==> src/hw/rtl/bfsm_pkg.sv <==
// Shared constants, register indexes and result type of the substring match unit.
`default_nettype none
package bfsm_pkg;

    localparam int PATTERN_MAX  = 16;
    localparam int INDEX_BITS   = 16;
    localparam int POS_BITS     = 16;
    localparam int BYTE_BITS    = 8;
    localparam int LEN_BITS     = 5;
    localparam int PAT_SEL_BITS = $clog2(PATTERN_MAX);
    localparam int CFG_IDX_BITS = 3;
    localparam int CFG_DATA_BITS = 64;
    localparam int OUT_DATA_BITS = 24;

    typedef enum logic [CFG_IDX_BITS-1:0] {
        REG_PATTERN_LENGTH = 3'd0,
        REG_PATTERN_LOW    = 3'd1,
        REG_PATTERN_HIGH   = 3'd2,
        REG_START_OFFSET   = 3'd3
    } t_cfg_reg;

    typedef struct packed {
        logic                done_res;
        logic [POS_BITS-1:0] match_position;
        logic                found;
    } t_result;

endpackage
`default_nettype wire

==> src/hw/rtl/bfsm_cell.sv <==
// One window cell: holds a text byte, hands it to the next cell, compares with its pattern byte.
`default_nettype none
module bfsm_cell
    import bfsm_pkg::*;
(
    input  wire logic                 i_clk,
    input  wire logic                 i_rst_n,
    input  wire logic                 i_clear,
    input  wire logic                 i_shift,
    input  wire logic [BYTE_BITS-1:0] i_byte,
    input  wire logic [BYTE_BITS-1:0] i_pat,
    input  wire logic                 i_active,
    output logic      [BYTE_BITS-1:0] o_byte,
    output logic                      o_match
);

    logic [BYTE_BITS-1:0] r_byte;
    logic [BYTE_BITS-1:0] n_byte;

    always_comb begin
        n_byte = r_byte;
        if (i_clear) begin
            n_byte = '0;
        end else if (i_shift) begin
            n_byte = i_byte;
        end
    end

    always_ff @(posedge i_clk) begin
        if (!i_rst_n) begin
            r_byte <= '0;
        end else begin
            r_byte <= n_byte;
        end
    end

    // Compare the byte about to enter this cell; cells beyond the length always agree.
    assign o_match = !i_active || (i_byte == i_pat);
    assign o_byte  = r_byte;

endmodule
`default_nettype wire

==> src/hw/rtl/bfsm_out_buf.sv <==
// Output register with a skid stage for result words.
`default_nettype none
module bfsm_out_buf
    import bfsm_pkg::*;
(
    input  wire logic    i_clk,
    input  wire logic    i_rst_n,
    input  wire logic    i_push,
    input  wire t_result i_data,
    output logic         o_ready,
    output logic         o_valid,
    input  wire logic    i_take_ready,
    output t_result      o_data
);

    logic    r_out_valid, n_out_valid;
    logic    r_skid_valid, n_skid_valid;
    t_result r_out, n_out;
    t_result r_skid, n_skid;
    logic    take;

    assign take = r_out_valid && i_take_ready;

    always_comb begin
        n_out_valid  = r_out_valid;
        n_skid_valid = r_skid_valid;
        n_out        = r_out;
        n_skid       = r_skid;
        if (i_push) begin
            if (!r_out_valid || take) begin
                n_out       = i_data;
                n_out_valid = 1'b1;
            end else begin
                n_skid       = i_data;
                n_skid_valid = 1'b1;
            end
        end else if (take) begin
            if (r_skid_valid) begin
                n_out        = r_skid;
                n_skid_valid = 1'b0;
            end else begin
                n_out_valid = 1'b0;
            end
        end
    end

    always_ff @(posedge i_clk) begin
        if (!i_rst_n) begin
            r_out_valid  <= 1'b0;
            r_skid_valid <= 1'b0;
        end else begin
            r_out_valid  <= n_out_valid;
            r_skid_valid <= n_skid_valid;
        end
        r_out  <= n_out;
        r_skid <= n_skid;
    end

    assign o_ready = !r_skid_valid;
    assign o_valid = r_out_valid;
    assign o_data  = r_out;

endmodule
`default_nettype wire

==> src/hw/rtl/brute_force_substring_match_unit.sv <==
// Top level of the streaming brute-force substring match unit.
`default_nettype none
// Searches a streamed text for a pattern of 1 to 16 bytes. Text bytes enter on the
// slave stream, one word per byte, with tlast on the final byte of each text. Bytes
// at text index start_offset and beyond shift into a row of sixteen cells; every cell
// compares the byte it is about to take with its pattern byte, and the AND of the row
// decides a hit in the same cycle. Each input word yields exactly one result word:
// tdata[0] is the sticky found flag, tdata[16:1] the index of the first match start
// (65535 once the index saturates), tlast the done mark. The result for the tlast
// byte clears the search state; registers are kept. The unit takes one byte per
// clock: the compare row is combinational and an output register plus a skid
// stage decouple the result side, so input only stalls when both hold words.
// Write the configuration port only while no text is in flight.
module brute_force_substring_match_unit
    import bfsm_pkg::*;
(
    input  wire logic                     i_clk,
    input  wire logic                     i_rst_n,
    // configuration write port
    input  wire logic                     i_cfg_we,
    input  wire logic [CFG_IDX_BITS-1:0]  i_cfg_idx,
    input  wire logic [CFG_DATA_BITS-1:0] i_cfg_wdata,
    // text stream
    input  wire logic                     i_s_axis_tvalid,
    output logic                          o_s_axis_tready,
    input  wire logic [7:0]               i_s_axis_tdata,   // [7:0] text_byte
    input  wire logic                     i_s_axis_tlast,   // text_last
    // result stream
    output logic                          o_m_axis_tvalid,
    input  wire logic                     i_m_axis_tready,
    output logic [OUT_DATA_BITS-1:0]      o_m_axis_tdata,   // [0] found, [16:1] match_position
    output logic                          o_m_axis_tlast    // done_res
);

    localparam logic [INDEX_BITS-1:0] IDX_MAX = '1;
    localparam logic [POS_BITS-1:0]   POS_MAX = '1;

    // Configuration registers
    logic [LEN_BITS-1:0]         r_pattern_length;
    logic [CFG_DATA_BITS-1:0]    r_pattern_low;
    logic [CFG_DATA_BITS-1:0]    r_pattern_high;
    logic [INDEX_BITS-1:0]       r_start_offset;

    // Search state
    logic [LEN_BITS-1:0]         r_fill, n_fill;
    logic [INDEX_BITS-1:0]       r_text_index, n_text_index;
    logic                        r_found, n_found;
    logic [POS_BITS-1:0]         r_first, n_first;

    logic                        accept;
    logic                        in_window;
    logic                        at_max;
    logic [LEN_BITS-1:0]         len;
    logic [LEN_BITS-1:0]         fill_next;
    logic [2*CFG_DATA_BITS-1:0]  pattern;
    logic [PATTERN_MAX-1:0]      cell_match;
    logic [BYTE_BITS-1:0]        cell_in  [PATTERN_MAX];
    logic [BYTE_BITS-1:0]        cell_out [PATTERN_MAX];
    logic                        cell_shift;
    logic                        cell_clear;
    logic                        new_hit;
    logic                        found_now;
    logic [POS_BITS-1:0]         first_now;
    logic [POS_BITS-1:0]         hit_pos;
    logic                        buf_ready;
    t_result                     result;
    t_result                     out_word;

    always_ff @(posedge i_clk) begin
        if (!i_rst_n) begin
            r_pattern_length <= LEN_BITS'(1);
            r_pattern_low    <= '0;
            r_pattern_high   <= '0;
            r_start_offset   <= '0;
        end else if (i_cfg_we) begin
            case (i_cfg_idx)
                REG_PATTERN_LENGTH: r_pattern_length <= i_cfg_wdata[LEN_BITS-1:0];
                REG_PATTERN_LOW:    r_pattern_low    <= i_cfg_wdata;
                REG_PATTERN_HIGH:   r_pattern_high   <= i_cfg_wdata;
                REG_START_OFFSET:   r_start_offset   <= i_cfg_wdata[INDEX_BITS-1:0];
                default: ;
            endcase
        end
    end

    // Clamp the length: zero acts as one, anything above the row size as the row size.
    always_comb begin
        len = r_pattern_length;
        if (r_pattern_length == '0) begin
            len = LEN_BITS'(1);
        end else if (r_pattern_length > LEN_BITS'(PATTERN_MAX)) begin
            len = LEN_BITS'(PATTERN_MAX);
        end
    end

    assign pattern         = {r_pattern_high, r_pattern_low};
    assign accept          = i_s_axis_tvalid && o_s_axis_tready;
    assign o_s_axis_tready = buf_ready;
    assign in_window       = r_text_index >= r_start_offset;
    assign at_max          = r_text_index == IDX_MAX;
    assign fill_next       = (r_fill < LEN_BITS'(PATTERN_MAX)) ? r_fill + LEN_BITS'(1) : r_fill;
    assign cell_clear      = accept && i_s_axis_tlast;
    assign cell_shift      = accept && in_window && !i_s_axis_tlast;

    // Row of cells: cell 0 takes the incoming byte, cell k the byte of cell k-1.
    // Cell k lines up with pattern byte len-1-k.
    for (genvar k = 0; k < PATTERN_MAX; k++) begin : g_cell
        logic [LEN_BITS-1:0]     pat_sel;
        logic                    active;

        assign pat_sel = len - LEN_BITS'(1) - LEN_BITS'(k);
        assign active  = LEN_BITS'(k) < len;

        if (k == 0) begin : g_head
            assign cell_in[k] = i_s_axis_tdata;
        end else begin : g_body
            assign cell_in[k] = cell_out[k-1];
        end

        bfsm_cell u_cell (
            .i_clk    (i_clk),
            .i_rst_n  (i_rst_n),
            .i_clear  (cell_clear),
            .i_shift  (cell_shift),
            .i_byte   (cell_in[k]),
            .i_pat    (pattern[pat_sel[PAT_SEL_BITS-1:0]*BYTE_BITS +: BYTE_BITS]),
            .i_active (active),
            .o_byte   (cell_out[k]),
            .o_match  (cell_match[k])
        );
    end

    // Match start; the window is full enough here, so no underflow.
    assign hit_pos   = at_max ? POS_MAX
                              : POS_BITS'(r_text_index - INDEX_BITS'(len - LEN_BITS'(1)));
    assign new_hit   = accept && in_window && (fill_next >= len) && !r_found && (&cell_match);
    assign found_now = r_found || new_hit;
    assign first_now = new_hit ? hit_pos : r_first;

    always_comb begin
        n_fill       = r_fill;
        n_text_index = r_text_index;
        n_found      = r_found;
        n_first      = r_first;
        if (accept) begin
            if (i_s_axis_tlast) begin
                // Drop the search state for the next text.
                n_fill       = '0;
                n_text_index = '0;
                n_found      = 1'b0;
                n_first      = '0;
            end else begin
                if (in_window) begin
                    n_fill = fill_next;
                end
                if (!at_max) begin
                    n_text_index = r_text_index + INDEX_BITS'(1);
                end
                n_found = found_now;
                n_first = first_now;
            end
        end
    end

    always_ff @(posedge i_clk) begin
        if (!i_rst_n) begin
            r_fill       <= '0;
            r_text_index <= '0;
            r_found      <= 1'b0;
            r_first      <= '0;
        end else begin
            r_fill       <= n_fill;
            r_text_index <= n_text_index;
            r_found      <= n_found;
            r_first      <= n_first;
        end
    end

    always_comb begin
        result.found          = found_now;
        result.match_position = found_now ? first_now : '0;
        result.done_res       = i_s_axis_tlast;
    end

    bfsm_out_buf u_out_buf (
        .i_clk        (i_clk),
        .i_rst_n      (i_rst_n),
        .i_push       (accept),
        .i_data       (result),
        .o_ready      (buf_ready),
        .o_valid      (o_m_axis_tvalid),
        .i_take_ready (i_m_axis_tready),
        .o_data       (out_word)
    );

    assign o_m_axis_tdata = {{(OUT_DATA_BITS-POS_BITS-1){1'b0}},
                             out_word.match_position, out_word.found};
    assign o_m_axis_tlast = out_word.done_res;

endmodule
`default_nettype wire

==> config.mk <==
export PLATFORM = sky130hd
export DESIGN_NAME = brute_force_substring_match_unit
export DESIGN_NICKNAME = d
export VERILOG_FILES = /design/src/hw/rtl/bfsm_pkg.sv /design/src/hw/rtl/bfsm_cell.sv /design/src/hw/rtl/bfsm_out_buf.sv /design/src/hw/rtl/brute_force_substring_match_unit.sv
export SDC_FILE = /design/constraint.sdc
export NUM_CORES = 1
export LEC_CHECK = 0
export BUFFER_PORTS_ARGS = -buffer_cell sky130_fd_sc_hd__buf_2
export CAP_MARGIN = 20
export CORE_MARGIN = 5
export CORE_UTILIZATION = 45
export DETAILED_ROUTE_END_ITERATION = 7
export PLACE_DENSITY = 0.63
export SLEW_MARGIN = 20
export SYNTH_ARGS = -nofsm -noshare
export SYNTH_HDL_FRONTEND = slang
export SYNTH_SLANG_ARGS = --single-unit
==> constraint.sdc <==
create_clock -name i_clk -period 9.3 [get_ports i_clk]
set_input_delay 1.395 -clock i_clk [delete_from_list [all_inputs] [get_ports i_clk]]
set_output_delay 1.395 -clock i_clk [all_outputs]
set_load 0.05 [all_outputs]
Word level (Yosys, flattened, before mapping)

Index checks and enable logic that the tools add are counted.

Bits of input ports: 81
Output and inout port bits: 27
Memories: 0
Flip-flop bits (word level): 345
Memory bits (writable): 0
Bits in latches: 0
ROM bits: 0

Multipliers: 0
Mux-type cells: 23
$lt $le $gt $ge: 20
Reductions and logical operators: 63
$add $sub $neg: 20
Bitwise logic cells: 2
Shift operators: 16
Div/mod/pow operators: 0
Eq/ne operators: 24

Operator list:

| operator                                                   | number |
|---|---|
| variable part select 128 x 8 -> 8 bit                      | 16 |
| equality test 8 bit                                        | 16 |
| two-way mux 16 bit                                         | 6 |
| two-way mux 18 bit                                         | 4 |
| less-than comparator 4 x 5 -> 1 bit (first input constant) | 8 |
| subtractor 4 bit (second input constant)                   | 8 |
| two-way mux 5 bit                                          | 5 |
| zero test 1 bit                                            | 20 |
| less-than comparator 3 x 5 -> 1 bit (first input constant) | 4 |
| logical OR 1 bit                                           | 18 |
| adder 16 x 1 -> 16 bit (second input constant)             | 1 |
| equality test 16 bit (second input constant)               | 1 |
| >= comparator 16 bit                                       | 1 |
| AND reduction 16 bit                                       | 1 |
| AND reduction 2 bit                                        | 8 |
| subtractor 16 bit                                          | 1 |
| subtractor 4 x 3 -> 4 bit (second input constant)          | 4 |
| less-than comparator 1 x 5 -> 1 bit (first input constant) | 2 |
| less-than comparator 2 x 5 -> 1 bit (first input constant) | 2 |
| logical AND 1 bit                                          | 8 |
| two-way mux 1 bit                                          | 8 |
| subtractor 4 x 1 -> 4 bit (second input constant)          | 2 |
| subtractor 4 x 2 -> 4 bit (second input constant)          | 2 |
| equality test 3 x 2 -> 1 bit (second input constant)       | 2 |
| 14 further kinds                                           | 20 |

Depth between registers and ports, before layout

Word-level depth: 14
Gate-level depth with buffers: 26

Cells and area by module

From an unflattened synthesis, not the netlist that was laid out.

Cell total of the unflattened synthesis: 2394
Area total of the unflattened synthesis: 21729.6 um^2

By module, submodules not included:

| module                           | cells an instance | area an instance (um^2) | instances |
|---|---|---|---|
| brute_force_substring_match_unit | 1717              | 14237.4                 | 1 |
| bfsm_cell                        | 38                | 380.4                   | 16 |
| bfsm_out_buf                     | 69                | 1406.3                  | 1 |

Worst setup path before layout

No wires, ideal clock.

Kind: flip-flop to flip-flop
From: register r_pattern_length[1]
To: register r_first[8]
Slack: 3.093 ns
Clock period less this slack: 6.207 ns
Buffers on the path: 10
Cell stages (with the launch flop): 25
Data required time: 9.230 ns
Arrival: 6.137 ns
Path through: dfxtp_1 buf_2 nor4_4 nor2_8 buf_1 buf_2 clkbuf_1 ha_1 clkbuf_1 buf_2 buf_1 a31o_1 a21oi_1 nor2_1 clkbuf_1 mux2i_1 xnor2_1 o311ai_1 a2111oi_0 o211ai_1 nor4_1 or4b_1 clkbuf_1 buf_2 o2bb2ai_1

Cells in the longest elaborated chain, start to end: 12
Elaborated cells between the ends (all ways): 110

Ends and longest elaborated chain:

| item                                              | line                                    | text |
|---|---|---|
| from (decl)                                       | brute_force_substring_match_unit.sv:39  | `logic [LEN_BITS-1:0] r_pattern_length;` |
| from (signal assigned)                            | brute_force_substring_match_unit.sv:77  | `REG_PATTERN_LENGTH: r_pattern_length <= i_cfg_wdata[LEN_BITS-1:0];` |
| greater-than comparator 5 bit                     | brute_force_substring_match_unit.sv:91  | `end else if (r_pattern_length > LEN_BITS'(PATTERN_MAX)) begin` |
| two-way mux 5 bit                                 | brute_force_substring_match_unit.sv:91  |  |
| two-way mux 5 bit *                               | brute_force_substring_match_unit.sv:89  | `if (r_pattern_length == '0) begin` |
| subtractor 4 x 1 -> 4 bit                         | brute_force_substring_match_unit.sv:111 | `assign pat_sel = len - LEN_BITS'(1) - LEN_BITS'(k);` |
| subtractor 4 x 1 -> 4 bit (tied with other cells) | brute_force_substring_match_unit.sv:111 |  |
| variable part select 128 x 8 -> 8 bit             | brute_force_substring_match_unit.sv:126 | `.i_pat (pattern[pat_sel[PAT_SEL_BITS-1:0]*BYTE_BITS +: BYTE_BITS]),` |
| equality test 8 bit                               | bfsm_cell.sv:38                         | `assign o_match = !i_active \|\| (i_byte == i_pat);` |
| logical OR 1 bit                                  | bfsm_cell.sv:38                         |  |
| AND reduction 16 bit                              | brute_force_substring_match_unit.sv:136 | `assign new_hit = accept && in_window && (fill_next >= len) && !r_found && (&cell_match);` |
| logical AND 1 bit                                 | brute_force_substring_match_unit.sv:136 |  |
| two-way mux 16 bit *                              | brute_force_substring_match_unit.sv:138 | `assign first_now = new_hit ? hit_pos : r_first;` |
| two-way mux 16 bit *                              | brute_force_substring_match_unit.sv:146 | `if (i_s_axis_tlast) begin` |
| to (signal assigned)                              | brute_force_substring_match_unit.sv:175 | `r_first <= n_first;` |
| to (decl)                                         | brute_force_substring_match_unit.sv:48  | `logic [POS_BITS-1:0] r_first, n_first;` |

Mark *: on every way between the ends. The rest lies on a longest branch, timed or not.
A chain may end at the register's enable or synchronous reset.

Worst setup path after layout

From: register r_pattern_length[4]
To: register r_first[5]

The elaborated chain is that of the path after synthesis.

==> metrics <==
clock-pin slew of the registers on the worst-case setup and hold paths 60 ps; area grow syn2layout 9.37%; drc violations 0; crit-path max FO 64; Mapped Area 23,400 sq um; dpl hpwl 66,900 um; Post-Syn Instances 2,592; final antenna-violating net count 0; worst IR drop on VDD 128 uV; Post-synth top flop dfxtp_1; Pwr Total 0.00362 W; fmax 138 MHz; post-synthesis compound-gate area fraction 14.5%; via count 20,200; CTS Sinks 345; ANT cells 0; asr flop ratio synth 0%; outcome completed; row count 83; count leader, synth nand2_1; clk root buf clkbuf_16; GRT Util Overall 29.8%; IO Port Bufs 100; max-slew violations 0; xor/xnor share of the synthesized area 6.21%; Final nets 2,712; worst slack, placed 2160 ps; top cell type's share of synthesized area 26.5%; Synth cell types 92; Final Wtd Congestion 1.00; worst setup margin 2050 ps; largest net degree at the start of global routing 102; synth cell count leaders nand2_1, mux2i_1, dfxtp_1; TritonCTS clock tree built; number of global-route vias before repair 18,900; CTS buffer count 40; Synth area leaders dfxtp_1, mux2i_1, nand2_1, mux4_2, a21boi_0; RSZ-0062 raised after global routing false; max_cap viols 0; DR WL/cell 26.5 um; main combinational cell family by area after synthesis multiplexers; initial core utilization 45.4%; Max-slew headroom 28.8%; Layout Skew 22.4 ps; static leakage 9.61 nW; hold_buf cts 0; crit start category flip-flop; core box area 51,400 sq um; # IOs 108; Synth warnings 0; Critical Path RT 9790 ps; total negative slack 0 ps; area of the multi-input gates 15,200 sq um; Die Height 238 um; Post-synth EDFFs 36; Reg area 7270 sq um; htree depth 2; Post-CTS Setup Inserts 0; Hold WC Path Type flip-flop to flip-flop; Worst Path Arrival 7740 ps; DR pass1 iterations 6; Starting DRT DRC Count 2,208; Final period util 78.0%; Die X 238 um; Fillers 4,867; Placed Instances 3,229; PD cells 142 nW/um^2; Avg Vias per Cell 6.11; die area 56,600 sq um; actual slew at the worst max-slew pin 1070 ps; Crit. End Element flip-flop; first-pass GRT wire length 127,000 um; Syn Area/Cell 9.01 sq um; simple-gate area share of the yosys netlist 15.0%; post-synthesis sequential area ratio 31.1%; clock tree buffer depth 3; ratio of cells with drive above 1 in the final layout 13.7%; area leader, netlist dfxtp_1; Crit Path Category flip-flop to flip-flop; grt ovf 0; DRT Wirelength 87,600 um; post_cts resized 0; multiplexer share of the synthesized area 26.3%; antenna violations before repair 2; final critical-path required period 7250 ps; register bit total from synthesis 345; Fin. Hold Viols 0; final setup violation count 0; Synth Area in Adders 2.17%; post-route insts no fill 3,300; clk_lat worst skew 580 ps
flip-flops by register name, summed over array words and instances (netlist names), 16 cells and up:
signal	flops
g_cell.u_cell.o_byte	120
r_first	16
r_pattern_high	64
r_pattern_low	64
r_start_offset	16
r_text_index	16
u_out_buf.o_data	18
u_out_buf.r_skid	18
area by class of cell:
class	instances	area share, %
clock buffer	50	4.14
clock inverter	20	0.813
inverter	46	0.686
multi-input combinational	2019	59.4
sequential	345	28.4
tap	680	3.33
timing repair buffer	140	3.19
power by group:
group	internal, W	leakage [nW]	switching (W)
Sequential	0.00153	2.83	0.0000313
Clock	0.000897	0.619	0.000674
Combinational	0.000164	6.17	0.000321
Total	0.00259	9.61	0.00103
layer usage:
metal  global-route usage (%)  vias up  routed length (um)
li1                         -     9244                   -
met1                     43.1     9866               38700
met2                     43.2      900               36800
met3                     6.09      166                7670
met4                     13.2        0                4470
met5                        0        -                   0
through the flow:
stage	hold slack [ps]	instance area (sq um)	util [%]
global placement	447	24200	47.1
global route	479	25500	49.7
finish	460	25500	49.7
CTS	465	25500	49.7
detailed placement	447	24300	47.2
floorplan	433	23400	-
critical path, stage by stage, from the launching register on:
cell and delay, ps:
dfxtp_1 710, buf_4 330, nor2b_4 60, inv_2 190, ha_1 590, xnor3_4 1080, mux2i_1 240, mux4_2 540
xor2_1 160, nor4_1 460, nand2_1 200, o41ai_1 790, o211ai_1 190, nor4_1 540, or4b_1 740, o2bb2ai_1 240
logic make-up after synthesis:
| kind of cell | after synthesis |
|---|---|
| and+or+nand+nor | 811 |
| muxes | 497 |
| AOI/OAI and AO/OA | 493 |
| DFF | 345 |
| buffers and inverters | 243 |
| xor gates and xnor gates | 160 |
| adders and majority gates | 41 |
| other | 2 |
path summary, 6_finish.rpt:
path	startpoint	to	slack, ps	cells after the start
setup / recovery	r_pattern_length[4]$_SDFFE_PN0P_	r_first[5]$_SDFFE_PN0P_	2050	15
hold / removal	r_first[6]$_SDFFE_PN0P_	r_first[6]$_SDFFE_PN0P_	460	1
setup reg to reg	r_pattern_length[4]$_SDFFE_PN0P_	r_first[5]$_SDFFE_PN0P_	2050	15
hold reg to reg	r_first[6]$_SDFFE_PN0P_	r_first[6]$_SDFFE_PN0P_	460	1
cell usage in the layout (no fill, tap or decap), types with 6 or more instances in the layout:
cell type,synthesis,routed
mux4_2,90,90
conb_1,2,17
o21ai_2,9,10
mux2_2,23,23
a21oi_1,157,155
nand4_1,31,31
o21ai_0,23,23
buf_4,14,39
o2111ai_1,8,8
nand2b_1,9,9
o2bb2ai_1,17,17
ha_1,39,38
nand3_1,19,19
dfxtp_1,309,309
inv_1,44,44
nor2b_1,14,13
a21o_1,9,9
clkbuf_1,128,8
a211oi_1,17,17
nor3_1,15,14
o21ai_1,9,8
a31oi_1,6,6
a21boi_0,149,149
clkinv_2,0,7
xnor2_1,119,116
a221oi_1,11,11
xor2_1,37,36
nand2_1,594,592
nor2_1,57,54
or3_1,9,9
buf_2,27,99
and3b_1,15,14
nor4_1,9,9
and3_1,12,12
clkbuf_16,0,40
o21a_1,7,7
mux2i_1,383,380
o31ai_1,7,7
edfxtp_1,36,36
Power figures use the tool's default switching activity.
